$ cat src/design/ps2m_pkg.sv
package ps2m_pkg;

  localparam int unsigned BYTE_W   = 8;
  localparam int unsigned BOUND_W  = 16;
  localparam int unsigned CURSOR_W = 16;
  localparam int unsigned BTN_W    = 3;
  localparam int unsigned CFG_IDX_W = 1;

  localparam logic [BOUND_W-1:0] BOUND_X_RESET = 16'd1280;
  localparam logic [BOUND_W-1:0] BOUND_Y_RESET = 16'd800;
  localparam longint unsigned POS_X_RESET = 64'd640;
  localparam longint unsigned POS_Y_RESET = 64'd400;

  localparam int unsigned SYNC_BIT   = 3;
  localparam int unsigned X_SIGN_BIT = 4;
  localparam int unsigned Y_SIGN_BIT = 5;
  localparam logic [BYTE_W-1:0] OVF_MASK = 8'hC0;

  typedef logic [BYTE_W-1:0]   byte_t;
  typedef logic [BOUND_W-1:0]  bound_t;
  typedef logic [CURSOR_W-1:0] cursor_t;
  typedef logic [BTN_W-1:0]    btn_t;
  typedef logic [CFG_IDX_W-1:0] cfg_idx_t;

  typedef enum logic [CFG_IDX_W-1:0] {
    CFG_BOUND_X = 1'd0,
    CFG_BOUND_Y = 1'd1
  } cfg_reg_e;

  typedef enum logic [1:0] {
    ST_STORED  = 2'd0,
    ST_SKIPPED = 2'd1,
    ST_APPLIED = 2'd2,
    ST_DROPPED = 2'd3
  } status_e;

endpackage

$ cat src/design/ps2m_byte_if.sv
interface ps2m_byte_if;
  import ps2m_pkg::*;

  logic  valid;
  logic  ready;
  byte_t rx_byte;

  modport source (output valid, output rx_byte, input ready);
  modport sink (input valid, input rx_byte, output ready);
endinterface

$ cat src/design/ps2m_cursor_if.sv
interface ps2m_cursor_if;
  import ps2m_pkg::*;

  logic    valid;
  logic    ready;
  cursor_t cursor_x;
  cursor_t cursor_y;
  btn_t    button_bits;
  status_e status;

  modport source (output valid, output cursor_x, output cursor_y, output button_bits,
                  output status, input ready);
  modport sink (input valid, input cursor_x, input cursor_y, input button_bits,
                input status, output ready);
endinterface

$ cat src/design/ps2_mouse_packet_cursor_tracker_core.sv
// Channel   | Dir | Word
// ----------+-----+-----------------------------------------------
// in_ch     | in  | rx_byte, one byte from the mouse data port
// out_ch    | out | cursor_x, cursor_y, button_bits, status
// cfg_*     | in  | write of bound_x (index 0) or bound_y (index 1)
//
// One word in, one word out; a new byte is taken every cycle while the output is not stalled.
// A byte passes through the input register, then decode/add/clamp into the result register.
// Reset clears the packet state, centers the cursor and loads the default bounds.
// A stalled output holds its word; the input register still fills behind it.
module ps2_mouse_packet_cursor_tracker_core #(
  parameter int unsigned COORD_WIDTH = 16
) (
  input  logic               clk_i,
  input  logic               rst_ni,
  input  logic               cfg_we_i,
  input  ps2m_pkg::cfg_idx_t cfg_idx_i,
  input  ps2m_pkg::bound_t   cfg_data_i,
  ps2m_byte_if.sink          in_ch,
  ps2m_cursor_if.source      out_ch
);
  import ps2m_pkg::*;

  localparam int unsigned WIDE_W = 34;
  localparam logic [WIDE_W-1:0] CoordMax = (WIDE_W'(1) << COORD_WIDTH) - WIDE_W'(1);
  localparam logic [COORD_WIDTH-1:0] PosXInit =
    (WIDE_W'(POS_X_RESET) > CoordMax) ? COORD_WIDTH'(CoordMax) : COORD_WIDTH'(POS_X_RESET);
  localparam logic [COORD_WIDTH-1:0] PosYInit =
    (WIDE_W'(POS_Y_RESET) > CoordMax) ? COORD_WIDTH'(CoordMax) : COORD_WIDTH'(POS_Y_RESET);

  typedef logic [COORD_WIDTH-1:0] coord_t;

  function automatic coord_t move_clamp(coord_t pos, logic signed [9:0] delta, bound_t bound);
    logic signed [WIDE_W-1:0] v;
    bound_t                   b;
    logic [WIDE_W-1:0]        hi;
    coord_t                   res;
    b  = (bound == '0) ? bound_t'(1) : bound;
    hi = WIDE_W'(b - bound_t'(1));
    if (hi > CoordMax) begin
      hi = CoordMax;
    end
    v = $signed(WIDE_W'(pos)) + WIDE_W'(delta);
    if (v < 0) begin
      res = '0;
    end else if ($unsigned(v) > hi) begin
      res = COORD_WIDTH'(hi);
    end else begin
      res = COORD_WIDTH'($unsigned(v));
    end
    return res;
  endfunction

  bound_t  bound_x_q, bound_y_q;
  logic    in_v_q;
  byte_t   byte_q;
  logic    out_v_q;
  logic [1:0] idx_q, idx_d;
  byte_t   pkt0_q, pkt0_d, pkt1_q, pkt1_d;
  coord_t  pos_x_q, pos_x_d, pos_y_q, pos_y_d;
  btn_t    btn_q, btn_d;
  status_e st_d, st_q;
  logic    advance;
  logic signed [9:0] dx, dy, neg_dy;

  assign advance     = in_v_q && (!out_v_q || out_ch.ready);
  assign in_ch.ready = !in_v_q || advance;

  assign dx     = {pkt0_q[X_SIGN_BIT], pkt0_q[X_SIGN_BIT], pkt1_q};
  assign dy     = {pkt0_q[Y_SIGN_BIT], pkt0_q[Y_SIGN_BIT], byte_q};
  assign neg_dy = -dy;

  always_comb begin
    idx_d   = idx_q;
    pkt0_d  = pkt0_q;
    pkt1_d  = pkt1_q;
    pos_x_d = pos_x_q;
    pos_y_d = pos_y_q;
    btn_d   = btn_q;
    st_d    = ST_STORED;
    if (idx_q == 2'd0 && !byte_q[SYNC_BIT]) begin
      st_d = ST_SKIPPED;
    end else if (idx_q < 2'd2) begin
      if (idx_q[0]) begin
        pkt1_d = byte_q;
      end else begin
        pkt0_d = byte_q;
      end
      idx_d = idx_q + 2'd1;
    end else begin
      idx_d = 2'd0;
      if ((pkt0_q & OVF_MASK) != '0) begin
        st_d = ST_DROPPED;
      end else begin
        pos_x_d = move_clamp(pos_x_q, dx, bound_x_q);
        pos_y_d = move_clamp(pos_y_q, neg_dy, bound_y_q);
        btn_d   = pkt0_q[BTN_W-1:0];
        st_d    = ST_APPLIED;
      end
    end
  end

  always_ff @(posedge clk_i or negedge rst_ni) begin
    if (!rst_ni) begin
      bound_x_q <= BOUND_X_RESET;
      bound_y_q <= BOUND_Y_RESET;
    end else if (cfg_we_i) begin
      case (cfg_idx_i)
        CFG_BOUND_X: bound_x_q <= cfg_data_i;
        CFG_BOUND_Y: bound_y_q <= cfg_data_i;
        default: ;
      endcase
    end
  end

  always_ff @(posedge clk_i or negedge rst_ni) begin
    if (!rst_ni) begin
      in_v_q  <= 1'b0;
      out_v_q <= 1'b0;
      idx_q   <= 2'd0;
      pkt0_q  <= '0;
      pkt1_q  <= '0;
      pos_x_q <= PosXInit;
      pos_y_q <= PosYInit;
      btn_q   <= '0;
    end else begin
      if (in_ch.ready) begin
        in_v_q <= in_ch.valid;
      end
      if (advance) begin
        out_v_q <= 1'b1;
        idx_q   <= idx_d;
        pkt0_q  <= pkt0_d;
        pkt1_q  <= pkt1_d;
        pos_x_q <= pos_x_d;
        pos_y_q <= pos_y_d;
        btn_q   <= btn_d;
      end else if (out_ch.ready) begin
        out_v_q <= 1'b0;
      end
    end
  end

  always_ff @(posedge clk_i) begin
    if (in_ch.valid && in_ch.ready) begin
      byte_q <= in_ch.rx_byte;
    end
    if (advance) begin
      st_q <= st_d;
    end
  end

  assign out_ch.valid       = out_v_q;
  assign out_ch.cursor_x    = CURSOR_W'(32'(pos_x_q));
  assign out_ch.cursor_y    = CURSOR_W'(32'(pos_y_q));
  assign out_ch.button_bits = btn_q;
  assign out_ch.status      = st_q;

endmodule

$ cat src/flat_wrapper.sv
// flat-port wrapper written by rule: the top's interface ports become plain ports
module ps2_mouse_packet_cursor_tracker_core_flat import ps2m_pkg::*;
#(
  parameter int unsigned COORD_WIDTH = 16
)
  (clk_i, rst_ni, cfg_we_i, cfg_idx_i, cfg_data_i, in_ch_valid, in_ch_rx_byte, in_ch_ready, out_ch_valid, out_ch_cursor_x, out_ch_cursor_y, out_ch_button_bits, out_ch_status, out_ch_ready);
  ps2m_byte_if in_ch_i ();
  ps2m_cursor_if out_ch_i ();
  input  logic clk_i;
  input  logic rst_ni;
  input  logic cfg_we_i;
  input  ps2m_pkg::cfg_idx_t cfg_idx_i;
  input  ps2m_pkg::bound_t cfg_data_i;
  input wire logic [$bits(in_ch_i.valid)-1:0] in_ch_valid;
  input wire logic [$bits(in_ch_i.rx_byte)-1:0] in_ch_rx_byte;
  output wire logic [$bits(in_ch_i.ready)-1:0] in_ch_ready;
  output wire logic [$bits(out_ch_i.valid)-1:0] out_ch_valid;
  output wire logic [$bits(out_ch_i.cursor_x)-1:0] out_ch_cursor_x;
  output wire logic [$bits(out_ch_i.cursor_y)-1:0] out_ch_cursor_y;
  output wire logic [$bits(out_ch_i.button_bits)-1:0] out_ch_button_bits;
  output wire logic [$bits(out_ch_i.status)-1:0] out_ch_status;
  input wire logic [$bits(out_ch_i.ready)-1:0] out_ch_ready;
  assign in_ch_i.valid = in_ch_valid;
  assign in_ch_i.rx_byte = in_ch_rx_byte;
  assign in_ch_ready = in_ch_i.ready;
  assign out_ch_valid = out_ch_i.valid;
  assign out_ch_cursor_x = out_ch_i.cursor_x;
  assign out_ch_cursor_y = out_ch_i.cursor_y;
  assign out_ch_button_bits = out_ch_i.button_bits;
  assign out_ch_status = out_ch_i.status;
  assign out_ch_i.ready = out_ch_ready;
  ps2_mouse_packet_cursor_tracker_core #(.COORD_WIDTH(COORD_WIDTH)) u_core (.clk_i(clk_i), .rst_ni(rst_ni), .cfg_we_i(cfg_we_i), .cfg_idx_i(cfg_idx_i), .cfg_data_i(cfg_data_i), .in_ch(in_ch_i), .out_ch(out_ch_i));
endmodule
$ cat config.mk
export PLATFORM = sky130hd
export DESIGN_NAME = ps2_mouse_packet_cursor_tracker_core_flat
export DESIGN_NICKNAME = d
export VERILOG_FILES = /design/src/design/ps2m_pkg.sv /design/src/design/ps2m_byte_if.sv /design/src/design/ps2m_cursor_if.sv /design/src/design/ps2_mouse_packet_cursor_tracker_core.sv /design/src/flat_wrapper.sv
export SDC_FILE = /design/constraint.sdc
export NUM_CORES = 1
export LEC_CHECK = 0
export ABC_AREA = 1
export BUFFER_PORTS_ARGS = -buffer_cell sky130_fd_sc_hd__buf_2
export CORE_ASPECT_RATIO = 0.75
export CORE_MARGIN = 2
export CORE_UTILIZATION = 54
export DETAILED_ROUTE_END_ITERATION = 8
export HOLD_SLACK_MARGIN = 0.05
export MAX_ROUTING_LAYER = met4
export PLACE_DENSITY = 0.74
export SYNTH_ARGS = -nofsm -noshare
export SYNTH_HDL_FRONTEND = slang
export SYNTH_SLANG_ARGS = --single-unit
$ cat constraint.sdc
create_clock -name clk_i -period 4.45 [get_ports clk_i]
set_input_delay 0.6675 -clock clk_i [delete_from_list [all_inputs] [get_ports clk_i]]
set_output_delay 0.6675 -clock clk_i [all_outputs]
set_load 0.03 [all_outputs]
==> results of run 1 <==
-- cell usage after synthesis (4+ instances only) --
| library cell | instances |
|---|---|
| xor2_1 | 27 |
| o21ai_0 | 71 |
| o21ai_1 | 16 |
| nor2_1 | 74 |
| ha_1 | 72 |
| nand2_2 | 9 |
| dfrtp_1 | 76 |
| xnor2_1 | 12 |
| nor2_2 | 6 |
| nand2_1 | 292 |
| inv_2 | 4 |
| nand3_2 | 6 |
| nor3_1 | 7 |
| a21oi_1 | 46 |
| edfxtp_1 | 10 |
| nand3_1 | 66 |
| dfstp_2 | 10 |
| a21o_1 | 4 |
| clkbuf_1 | 12 |
| inv_1 | 123 |
| nand4_1 | 10 |
-- metrics by stage --
step                      area [µm²]  util (%)  setup WS (ns)  std cells  hold slack (ns)
after CTS                       8250      60.8          0.321       1257            0.396
final                           8280      61.0          0.513       1258            0.374
after detailed placement        7920      58.4          0.334       1241            0.462
after global routing            8280      61.0         0.0562       1258            0.420
after floorplan                 7420         -          0.893       1011            0.372
after global placement          7920      58.4          0.524       1241            0.460
-- worst max-delay path, delay by kind of cell (launching register included) --
kind	cells	cell delay [ns]
flops	1	0.57
fa+ha+maj	2	0.50
buf+inv	2	0.16
compound gates	1	0.05
simple gates	27	2.56
-- registers in the layout (all words and copies together) (netlist names) --
register / count
u_core.out_ch.status: 2
u_core.idx_q: 2
u_core.in_v_q: 1
u_core.out_ch.cursor_y: 16
u_core.out_ch.valid: 1
u_core.pkt1_q: 8
u_core.byte_q: 8
u_core.out_ch.button_bits: 3
u_core.bound_y_q: 16
u_core.bound_x_q: 16
u_core.out_ch.cursor_x: 16
u_core.pkt0_q: 7
-- kinds of logic after synthesis --
logic type | share of synthesized area (%)
AND/OR/NAND/NOR | 29.3
AO/OA/AOI/OAI | 12.2
buffers and inverters | 7.91
flip-flops | 33.2
adder cells (fa/ha/maj) | 12.7
XOR/XNOR | 4.61
other | 0.0506
-- routing by layer --
| layer | vias up | wire length, µm | GRT usage [%] |
|---|---|---|---|
| met5 | - | 0 | - |
| met4 | 0 | 235 | 5.70 |
| met3 | 23 | 1300 | 4.73 |
| met2 | 213 | 7380 | 35.9 |
| met1 | 3108 | 9760 | 42.7 |
| li1 | 3432 | - | - |
-- what timing repair did --
item                                    CTS  global route
buffers inserted                          0             0
resized for setup                         0             5
hold buffers                              0             0
endpoints found under the setup margin    0            17
-- layout make-up --
cell class                      instances  area (µm²)
Fill cell                            1270        5290
Multi-Input combinational cell        769        4400
Tap cell                              175         219
Sequential cell                        96        2460
Timing Repair Buffer                   75         395
Inverter                              127         477
Clock buffer                           11         243
Clock inverter                          5        81.3
-- final timing paths --
check	from	endpoint	slack [ns]	cells after the start
setup / recovery	u_core.bound_y_q[8]$_DFFE_PN1P_	u_core.out_ch.cursor_y[13]$_DFFE_PN0P_	0.51	32
hold / removal	rst_ni	u_core.bound_x_q[12]$_DFFE_PN0P_	0.37	1
setup reg to reg	u_core.bound_y_q[8]$_DFFE_PN1P_	u_core.out_ch.cursor_y[13]$_DFFE_PN0P_	0.51	32
hold reg to reg	u_core.pkt0_q[0]$_DFFE_PN0P_	u_core.out_ch.button_bits[0]$_DFFE_PN0P_	0.47	2
max in group asynchronous	rst_ni	u_core.out_ch.cursor_x[7]$_DFFE_PN1P_	3.14	2
min in group clk_i	u_core.pkt0_q[0]$_DFFE_PN0P_	u_core.out_ch.button_bits[0]$_DFFE_PN0P_	0.47	2
==> metrics.md, run 1 <==
| Metric | Value |
|---|---|
| Status | `completed` |
| I/O Pins | `69` |
| DRT Pass-1 Iters | `5` |
| Die ar. | `14700 µm²` |
| Worst Tran Pin Value | `0.842 ns` |
| Post-Syn Area | `7420 µm²` |
| Max clock buf depth | `2` |
| RSZ-0062 raised after global routing | `no` |
| Startpoint types | `flop` |
| Clk_lat worst skew | `0.35 ns` |
| Worst relative slew slack | `43.7%` |
| Most common cell after layout, fill and taps aside | `nand2_1` |
| Flip-flop and latch count after synthesis | `96` |
| Detailed-route DRC error count | `0` |
| CTS tree | `built` |
| Ant. Diodes | `0` |
| Post-synth EDFFs | `10` |
| DR WL/cell | `14.8 µm` |
| Register area share after synthesis | `33.2%` |
| Initial Util | `54.7%` |
| Vias | `6776` |
| Clock sinks | `96` |
| Die W | `139 µm` |
| GRT overflow | `0` |
| CP most frequent cell | `nand2_1` |
| Final period util | `88.5%` |
| Core Footprint | `13600 µm²` |
| Final hold violations | `0` |
| Area grow syn2layout | `11.6%` |
| Share of the synthesized area in the top cell type | `25.6%` |
| Critical path's slowest cell | `dfstp_2` |
| Setup crit end kind | `flop` |
| Worst Path Required | `4.69 ns` |
| Vias in the first global route | `6037` |
| Via-per-instance ratio | `5.39` |
| First-pass GRT wire length | `31000 µm` |
| Crit path max fanout | `14` |
| Post-synth cell types | `52` |
| TritonCTS Buffers | `9` |
| Fmax | `0.254 GHz` |
| Pin count of the biggest net entering global routing | `55` |
| Post-DRT Antenna Nets | `0` |
| Setup-failing EPs final | `0` |
| Starting DRC count in detailed routing | `591` |
| Setup Skew | `0.00574 ns` |
| Slew Limit Fails | `0` |
| Total negative setup slack | `0 ns` |
| DRT Wirelength | `18700 µm` |
| Root Buffer | `clkbuf_16` |
| Die Ht | `105 µm` |
| Htree depth | `3` |
| Nets | `1182` |
| Layout cells sized above 1 | `13.8%` |
| CP peak stage delay | `0.57 ns` |
| Post-Syn Instances | `1010` |
| Highest-count cells in the layout ignoring fill and taps | `291 x nand2_1, 123 x inv_1, 76 x dfrtp_1, 73 x nor2_1, 72 x ha_1` |
| Yosys Warn Count | `0` |
| Fraction of registers with async set/reset | `89.6%` |
| Arrival @ worst endpoint | `4.18 ns` |
| Post-synth top area cell | `dfrtp_1` |
| Reg clk slew, reported paths | `0.06 ns` |
| Top cells by area, synth | `dfrtp_1 26%, nand2_1 15%, ha_1 12%, inv_1 6.2%, o21ai_0 4.8%` |
| HP Class | `in -> async` |
| Syn Area/Cell | `7.34 µm²` |
| All-layer global routing usage | `27.0%` |
| IO Port Bufs | `68` |
| Post-synth top flop | `dfrtp_1` |
| GPL Wtd Cong | `0.966` |
| Critical path class | `reg -> reg` |
| Row count | `37` |
| Detail Placement HPWL | `14700 µm` |
| Antenna violations before repair | `0` |
| Max cap viols | `0` |
| Min Clock Period, post-route | `3.94 ns` |
Power of run 1 is not shown: default switching activity piles up to over one toggle a cycle in this logic, so the estimate is an artifact.
==> run 2: changes to the inputs <==
- ABC_AREA: 1 -> 0
==> run 2 against run 1 <==
Net effect: critical path depth fell by 13; non-clock buffer count rose by 45; utilization rose by 6.4 points.
==> metrics.md, run 2 <==
| Metric | Value |
|---|---|
| Most common cell after layout, fill and taps aside | `dfrtp_1` |
| DR WL/cell | `18.0 µm` |
| Layout cells sized above 1 | `28.4%` |
| DRT Pass-1 Iters | `6` |
| Post-Syn Instances | `738` |
| Worst Path Required | `4.69 ns` |
| HP Class | `in -> async` |
| Arrival @ worst endpoint | `4.60 ns` |
| Util after Layout | `67.4%` |
| Fraction of registers with async set/reset | `89.6%` |
| Count leader, synth | `dfrtp_1` |
| Setup-failing EPs final | `0` |
| Clk_lat worst skew | `0.35 ns` |
| GPL Wtd Cong | `0.933` |
| Die W | `135 µm` |
| Core Footprint | `12500 µm²` |
| Vias | `6048` |
| WHS | `0.339 ns` |
| Register area share after synthesis | `35.2%` |
| Critical path class | `reg -> reg` |
| Fin cells | `1022` |
| Total negative setup slack | `0 ns` |
| Yosys Warn Count | `0` |
| Vias in the first global route | `5712` |
| All-layer global routing usage | `27.2%` |
| Cells after DPL | `991` |
| CTS hold repair buffers | `0` |
| Worst relative slew slack | `53.6%` |
| CTS tree | `built` |
| Worst IR drop on VDD | `498 µV` |
| Max clock buf depth | `2` |
| GRT Max-Usage Layer | `met2` |
| Worst Tran Pin Value | `0.694 ns` |
| Root Buffer | `clkbuf_16` |
| I/O Pins | `69` |
| Ant. Diodes | `0` |
| DRT Wirelength | `18400 µm` |
| Detailed-route DRC error count | `0` |
| Crit path max fanout | `5` |
| Post-DRT Antenna Nets | `0` |
| Flip-flop and latch count after synthesis | `96` |
| Setup Skew | `0.00921 ns` |
| Slew Limit Fails | `0` |
| Final hold violations | `0` |
| # fillers | `999` |
| CP Launch Point | `u_core.bound_y_q[9]$_DFFE_PN1P_` |
| Top cells by area, synth | `dfrtp_1 27%, ha_1 13%, mux2_2 5.6%, edfxtp_1 4.3%, nand2_1 3.8%` |
| Final period util | `97.9%` |
| Detail Placement HPWL | `13600 µm` |
| Area grow syn2layout | `20.2%` |
| Fmax | `0.230 GHz` |
| GRT overflow | `0` |
| Max cap viols | `0` |
| Post-Syn Area | `7000 µm²` |
| Die ar. | `13900 µm²` |
| Starting DRC count in detailed routing | `384` |
| Reg-to-Reg Start | `u_core.bound_y_q[9]$_DFFE_PN1P_` |
| Pleak | `0.00400 µW` |
| Row count | `35` |
| Met3 Usage GRT | `4.13%` |
| Met2 Usage GRT | `41.4%` |
| Status | `completed` |
| Htree depth | `3` |
| Post-synth top flop | `dfrtp_1` |
| First-pass GRT wire length | `28900 µm` |
| Min Clock Period, post-route | `4.35 ns` |
| M1 GR Usage | `38.5%` |
| Antenna violations before repair | `0` |
| Reg clk slew, reported paths | `0.08 ns` |
| Initial Util | `56.1%` |
| Syn Area/Cell | `9.48 µm²` |
| Nets | `955` |
| TritonCTS Buffers | `9` |
| Post-synth top area cell | `dfrtp_1` |
| Pwr/cell area | `877 nW/µm²` |
| Top cells by count, synth | `76 x dfrtp_1, 72 x ha_1, 71 x nand2_1` |
| Pin count of the biggest net entering global routing | `47` |
| Post-synth EDFFs | `10` |
| Startpoint types | `flop` |
| Highest-count cells in the layout ignoring fill and taps | `76 x dfrtp_1, 71 x nand2_1, 69 x ha_1, 67 x buf_2, 51 x nor2_1` |
| Setup crit end kind | `flop` |
| Via-per-instance ratio | `5.92` |
| IO Port Bufs | `68` |
| Post-synth cell types | `69` |
| Die Ht | `103 µm` |
| Clock sinks | `96` |
| Share of the synthesized area in the top cell type | `27.2%` |
==> run 2: changes by cell type in the layout (fill, tap and decap cells not counted), moves of 13 or more <==
cell      delta
xor2_1      -13
buf_4       +41
a21o_1      +18
xnor2_1     +16
o21ai_1     -13
a21oi_1     -21
nand2b_1    +13
nand3_1     -57
inv_1       -93
nand2_1    -220
and2_1      +20
mux2_2      +35
o21ai_0     -40
nor2_1      -22
==> run 2: logic make-up (layout without fill, tap and decap cells) <==
logic type / Yosys count / in the layout / share of synthesized area [%]
simple gates: 252 / 254 / 18.3
compound gates: 180 / 180 / 18.3
flops: 96 / 96 / 35.2
fa+ha+maj: 74 / 74 / 13.4
buf+inv: 52 / 167 / 2.93
xor+xnor: 43 / 43 / 5.38
mux: 40 / 40 / 6.35
other cells: 1 / 2 / 0.0536
==> run 2: repair_timing <==
item	CTS	global route
setup endpoints to repair	7	32
pin swaps	1	18
resized for setup	1	49
setup buffers	2	10
cloned	0	3
==> run 2: path summary, 6_finish.rpt <==
check / endpoint / slack (ns) / depth (start not counted)
max: u_core.out_ch.cursor_y[6]$_DFFE_PN0P_ / 0.1 / 19
min: u_core.out_ch.cursor_y[2]$_DFFE_PN0P_ / 0.34 / 1
max reg2reg: u_core.out_ch.cursor_y[6]$_DFFE_PN0P_ / 0.1 / 19
min reg2reg: u_core.out_ch.button_bits[2]$_DFFE_PN0P_ / 0.48 / 2
max in group asynchronous: u_core.bound_y_q[5]$_DFFE_PN1P_ / 3.13 / 2
min in group clk_i: u_core.out_ch.button_bits[2]$_DFFE_PN0P_ / 0.48 / 2
==> run 2: cell type report <==
cell class | count | area, µm² | share of cell area (%)
clock buffer | 9 | 225 | 2.68
clock inverter | 7 | 61.3 | 0.729
inverter | 31 | 119 | 1.41
multi-input combinational | 593 | 4590 | 54.5
sequential | 96 | 2460 | 29.3
tap | 166 | 208 | 2.47
timing repair buffer | 120 | 748 | 8.89
==> run 2: worst max-delay path, cell delays in order (launching register included) <==
cell      delay, ns
dfstp_2        0.54
or4_4          0.14
nor3_4         0.05
a31o_4         0.24
inv_4          0.06
ha_4           0.12
or4b_4         0.48
nand2b_4       0.18
nor3_4         0.23
nor3_2         0.06
a21o_1         0.22
ha_4           0.23
and4_1         0.18
and2_1         0.17
a221o_1        0.34
a211oi_4       0.27
buf_6          0.15
nor2_4         0.05
or2_2          0.29
a32o_1         0.26
==> run 2: report_power, final <==
group | internal (µW) | switching [µW]
logic | 2270 | 2940
clock network | 392 | 380
registers | 1150 | 238
==> run 2: layer usage <==
layer | vias to the layer above | part of all wire, % | wire (µm)
met5 | - | 0 | 0
met4 | 0 | 1.5 | 267
met3 | 30 | 6.2 | 1140
met2 | 217 | 45 | 8200
met1 | 2884 | 48 | 8790
li1 | 2917 | - | -
==> run 2: stage by stage <==
stage               power, µW  worst slack, ns  instance area (µm²)
floorplan                4650           0.0446                 7010
global placement         5720            0.113                 7770
detailed placement       5860          -0.0292                 7770
CTS                      6740          0.00380                 8080
global route             7940          -0.0700                 8420
finish                   7380           0.0950                 8420
Note: power is estimated with default switching activity, not from simulation.
==> run 3: changes to the inputs <==
- RECOVER_POWER: unset -> 25
==> run 3 against run 2 <==
Net effect: sequential share of layout area about the same; critical endpoint unchanged; critical path type unchanged; the flow now finishes with violations (capacitance limit, slew limit); count of clock-buffer cells in the layout unchanged; cell area is essentially flat; die area unchanged.
==> metrics.md, run 3 (synthesis results as in run 2) <==
| Metric | Value |
|---|---|
| Critical path's top delay family | `simple AND/OR/NAND/NOR gates` |
| Final worst slack | `0.0931 ns` |
| Hold Crit Depth | `2` |
| DRT Pass-1 Iters | `5` |
| Starting DRC count in detailed routing | `382` |
| Critical path's slowest cell | `dfstp_2` |
| WHS Endpoint | `u_core.out_ch.button_bits[2]$_DFFE_PN0P_` |
| Violated checks | `capacitance limit, slew limit` |
| All-layer global routing usage | `27.2%` |
| First-pass GRT wire length | `28900 µm` |
| Core Footprint | `12500 µm²` |
| R2R cell count | `19` |
| Startpoint types | `flop` |
| Die Ht | `103 µm` |
| GRT overflow | `0` |
| Worst IR drop on VDD | `497 µV` |
| Pwr/cell area | `878 nW/µm²` |
| Row count | `35` |
| Worst path bufs/invs | `2` |
| Area grow syn2layout | `20.1%` |
| Arrival @ worst endpoint | `4.60 ns` |
| HP Class | `reg -> reg` |
| Min Clock Period, post-route | `4.36 ns` |
| Htree depth | `3` |
| Ant. Diodes | `0` |
| Post-DRT Antenna Nets | `0` |
| Detailed-route DRC error count | `0` |
| Fmax | `0.230 GHz` |
| CTS tree | `built` |
| DR WL/cell | `18.0 µm` |
| Antenna violations before repair | `0` |
| Worst Path Required | `4.69 ns` |
| Root Buffer | `clkbuf_16` |
| Worst Tran Pin Value | `2.63 ns` |
| Worst R2R End | `u_core.out_ch.cursor_y[6]$_DFFE_PN0P_` |
| I/O Pins | `69` |
| CTS hold repair buffers | `0` |
| Final period util | `97.9%` |
| Critical path class | `reg -> reg` |
| Worst relative slew slack | `-75.7%` |
| Nets | `955` |
| Reg-to-Reg Start | `u_core.bound_y_q[9]$_DFFE_PN1P_` |
| IO Port Bufs | `68` |
| Clock sinks | `96` |
| Status | `finished, violations left` |
| TritonCTS Buffers | `9` |
| Slew Limit Fails | `47` |
| R2r setup slk | `0.09 ns` |
| Die ar. | `13900 µm²` |
| Vias in the first global route | `5712` |
| Layout cells sized above 1 | `28.0%` |
| Uppermost layer routed | `met4` |
| # fillers | `1002` |
| CP peak stage delay | `0.54 ns` |
| DR WL met2 | `8180 µm` |
| Crit path depth | `19` |
| Final hold violations | `0` |
| Detail Placement HPWL | `13600 µm` |
| Setup crit end kind | `flop` |
| GPL Wtd Cong | `0.933` |
| Critical-path cell list | `or4_4 -> nor3_4 -> a31o_4 -> inv_4 -> ha_4 -> or4b_4 -> nand2b_4 -> nor3_4 -> nor3_2 -> a21o_1 -> ha_4 -> and4_1 -> and2_1 -> a221o_1 -> a211oi_4 -> buf_6 -> nor2_4 -> or2_2 -> a32o_1` |
| DRT Wirelength | `18400 µm` |
| Pleak | `0.00399 µW` |
| Initial Util | `56.1%` |
| Max cap viols | `1` |
| Max clock buf depth | `2` |
| Most common cell after layout, fill and taps aside | `dfrtp_1` |
| Util after Layout | `67.4%` |
| Highest-count cells in the layout ignoring fill and taps | `76 x dfrtp_1, 71 x nand2_1, 69 x ha_1, 65 x buf_2, 51 x nor2_1` |
| WL met1 | `8860 µm` |
| Reg clk slew, reported paths | `0.08 ns` |
| Crit path max fanout | `5` |
| Pre-CTS WS | `-0.0292 ns` |
| Setup-failing EPs final | `0` |
| Die W | `135 µm` |
| Vias | `6070` |
| Met3 Wirelength | `1080 µm` |
| Pin count of the biggest net entering global routing | `47` |
| Clk_lat worst skew | `0.35 ns` |
| Setup Skew | `0.00828 ns` |
| Via-per-instance ratio | `5.94` |
| Hold Path Origin | `u_core.out_ch.button_bits[2]$_DFFE_PN0P_` |
[run 3: cell count changes in the layout (fill, tap and decap cells not counted), sizes merged]
| cell | delta |
|---|---|
| buf | -3 |
| clkbuf | +3 |
[run 3: final cells by class]
cell class / count / area [µm²] / share of cell area (%)
inverters: 31 / 119 / 1.41
multi-input cells: 593 / 4590 / 54.6
repair buffers: 120 / 742 / 8.82
well taps: 166 / 208 / 2.47
clock inverters: 7 / 61.3 / 0.729
flip-flops and latches: 96 / 2460 / 29.3
clock buffers: 9 / 225 / 2.68
[run 3: layer usage]
layer  vias up  global-route usage (%)
li1       2920                       -
met1      2896                    38.5
met2       222                    41.4
met3        32                    4.13
met4         0                    6.33
met5         -                       -
[run 3: worst max path at each step]
stage / startpoint / endpoint / slack (ns)
2_1_floorplan: u_core.bound_y_q[8]$_DFFE_PN1P_ / u_core.out_ch.cursor_y[14]$_DFFE_PN0P_ / 0.04
3_3_place_gp: u_core.out_ch.cursor_y[4]$_DFFE_PN1P_ / u_core.out_ch.cursor_y[8]$_DFFE_PN1P_ / 0.11
3_5_place_dp: u_core.bound_y_q[9]$_DFFE_PN1P_ / u_core.out_ch.cursor_y[8]$_DFFE_PN1P_ / -0.03
4_1_cts: u_core.bound_y_q[9]$_DFFE_PN1P_ / u_core.out_ch.cursor_y[10]$_DFFE_PN0P_ / 0.004
5_1_grt: u_core.bound_y_q[9]$_DFFE_PN1P_ / u_core.out_ch.cursor_y[15]$_DFFE_PN0P_ / -0.07
6_report: u_core.bound_y_q[9]$_DFFE_PN1P_ / u_core.out_ch.cursor_y[6]$_DFFE_PN0P_ / 0.09
[run 3: report_power, final]
group	switching, µW	internal (µW)
clock	382	392
combinational	2950	2270
sequential	237	1150
total	3570	3820
[run 3: what timing repair did]
| action | CTS | global route |
|---|---|---|
| buffers inserted | 2 | 10 |
| setup endpoints to repair | 7 | 32 |
| pin swaps | 1 | 18 |
| gates resized for setup | 1 | 49 |
| gates cloned | 0 | 3 |
| hold endpoints to repair | 0 | 0 |
[run 3: tightest hold or removal path: cells and delay by family (launching register included)]
family        cells  cell delay, ns
flops             1            0.34
simple gates      2            0.10
[run 3: through the flow]
stage               hold slack, ns  power, µW  setup TNS [ns]  cell area, µm²  cells
finish                       0.477       7380               0            8410   1022
global route                 0.486       7930          -0.520            8410   1022
CTS                          0.361       6740               0            8080   1009
detailed placement           0.462       5860         -0.0569            7770    991
global placement             0.457       5720               0            7770    991
floorplan                    0.372       4650               0            7010    739
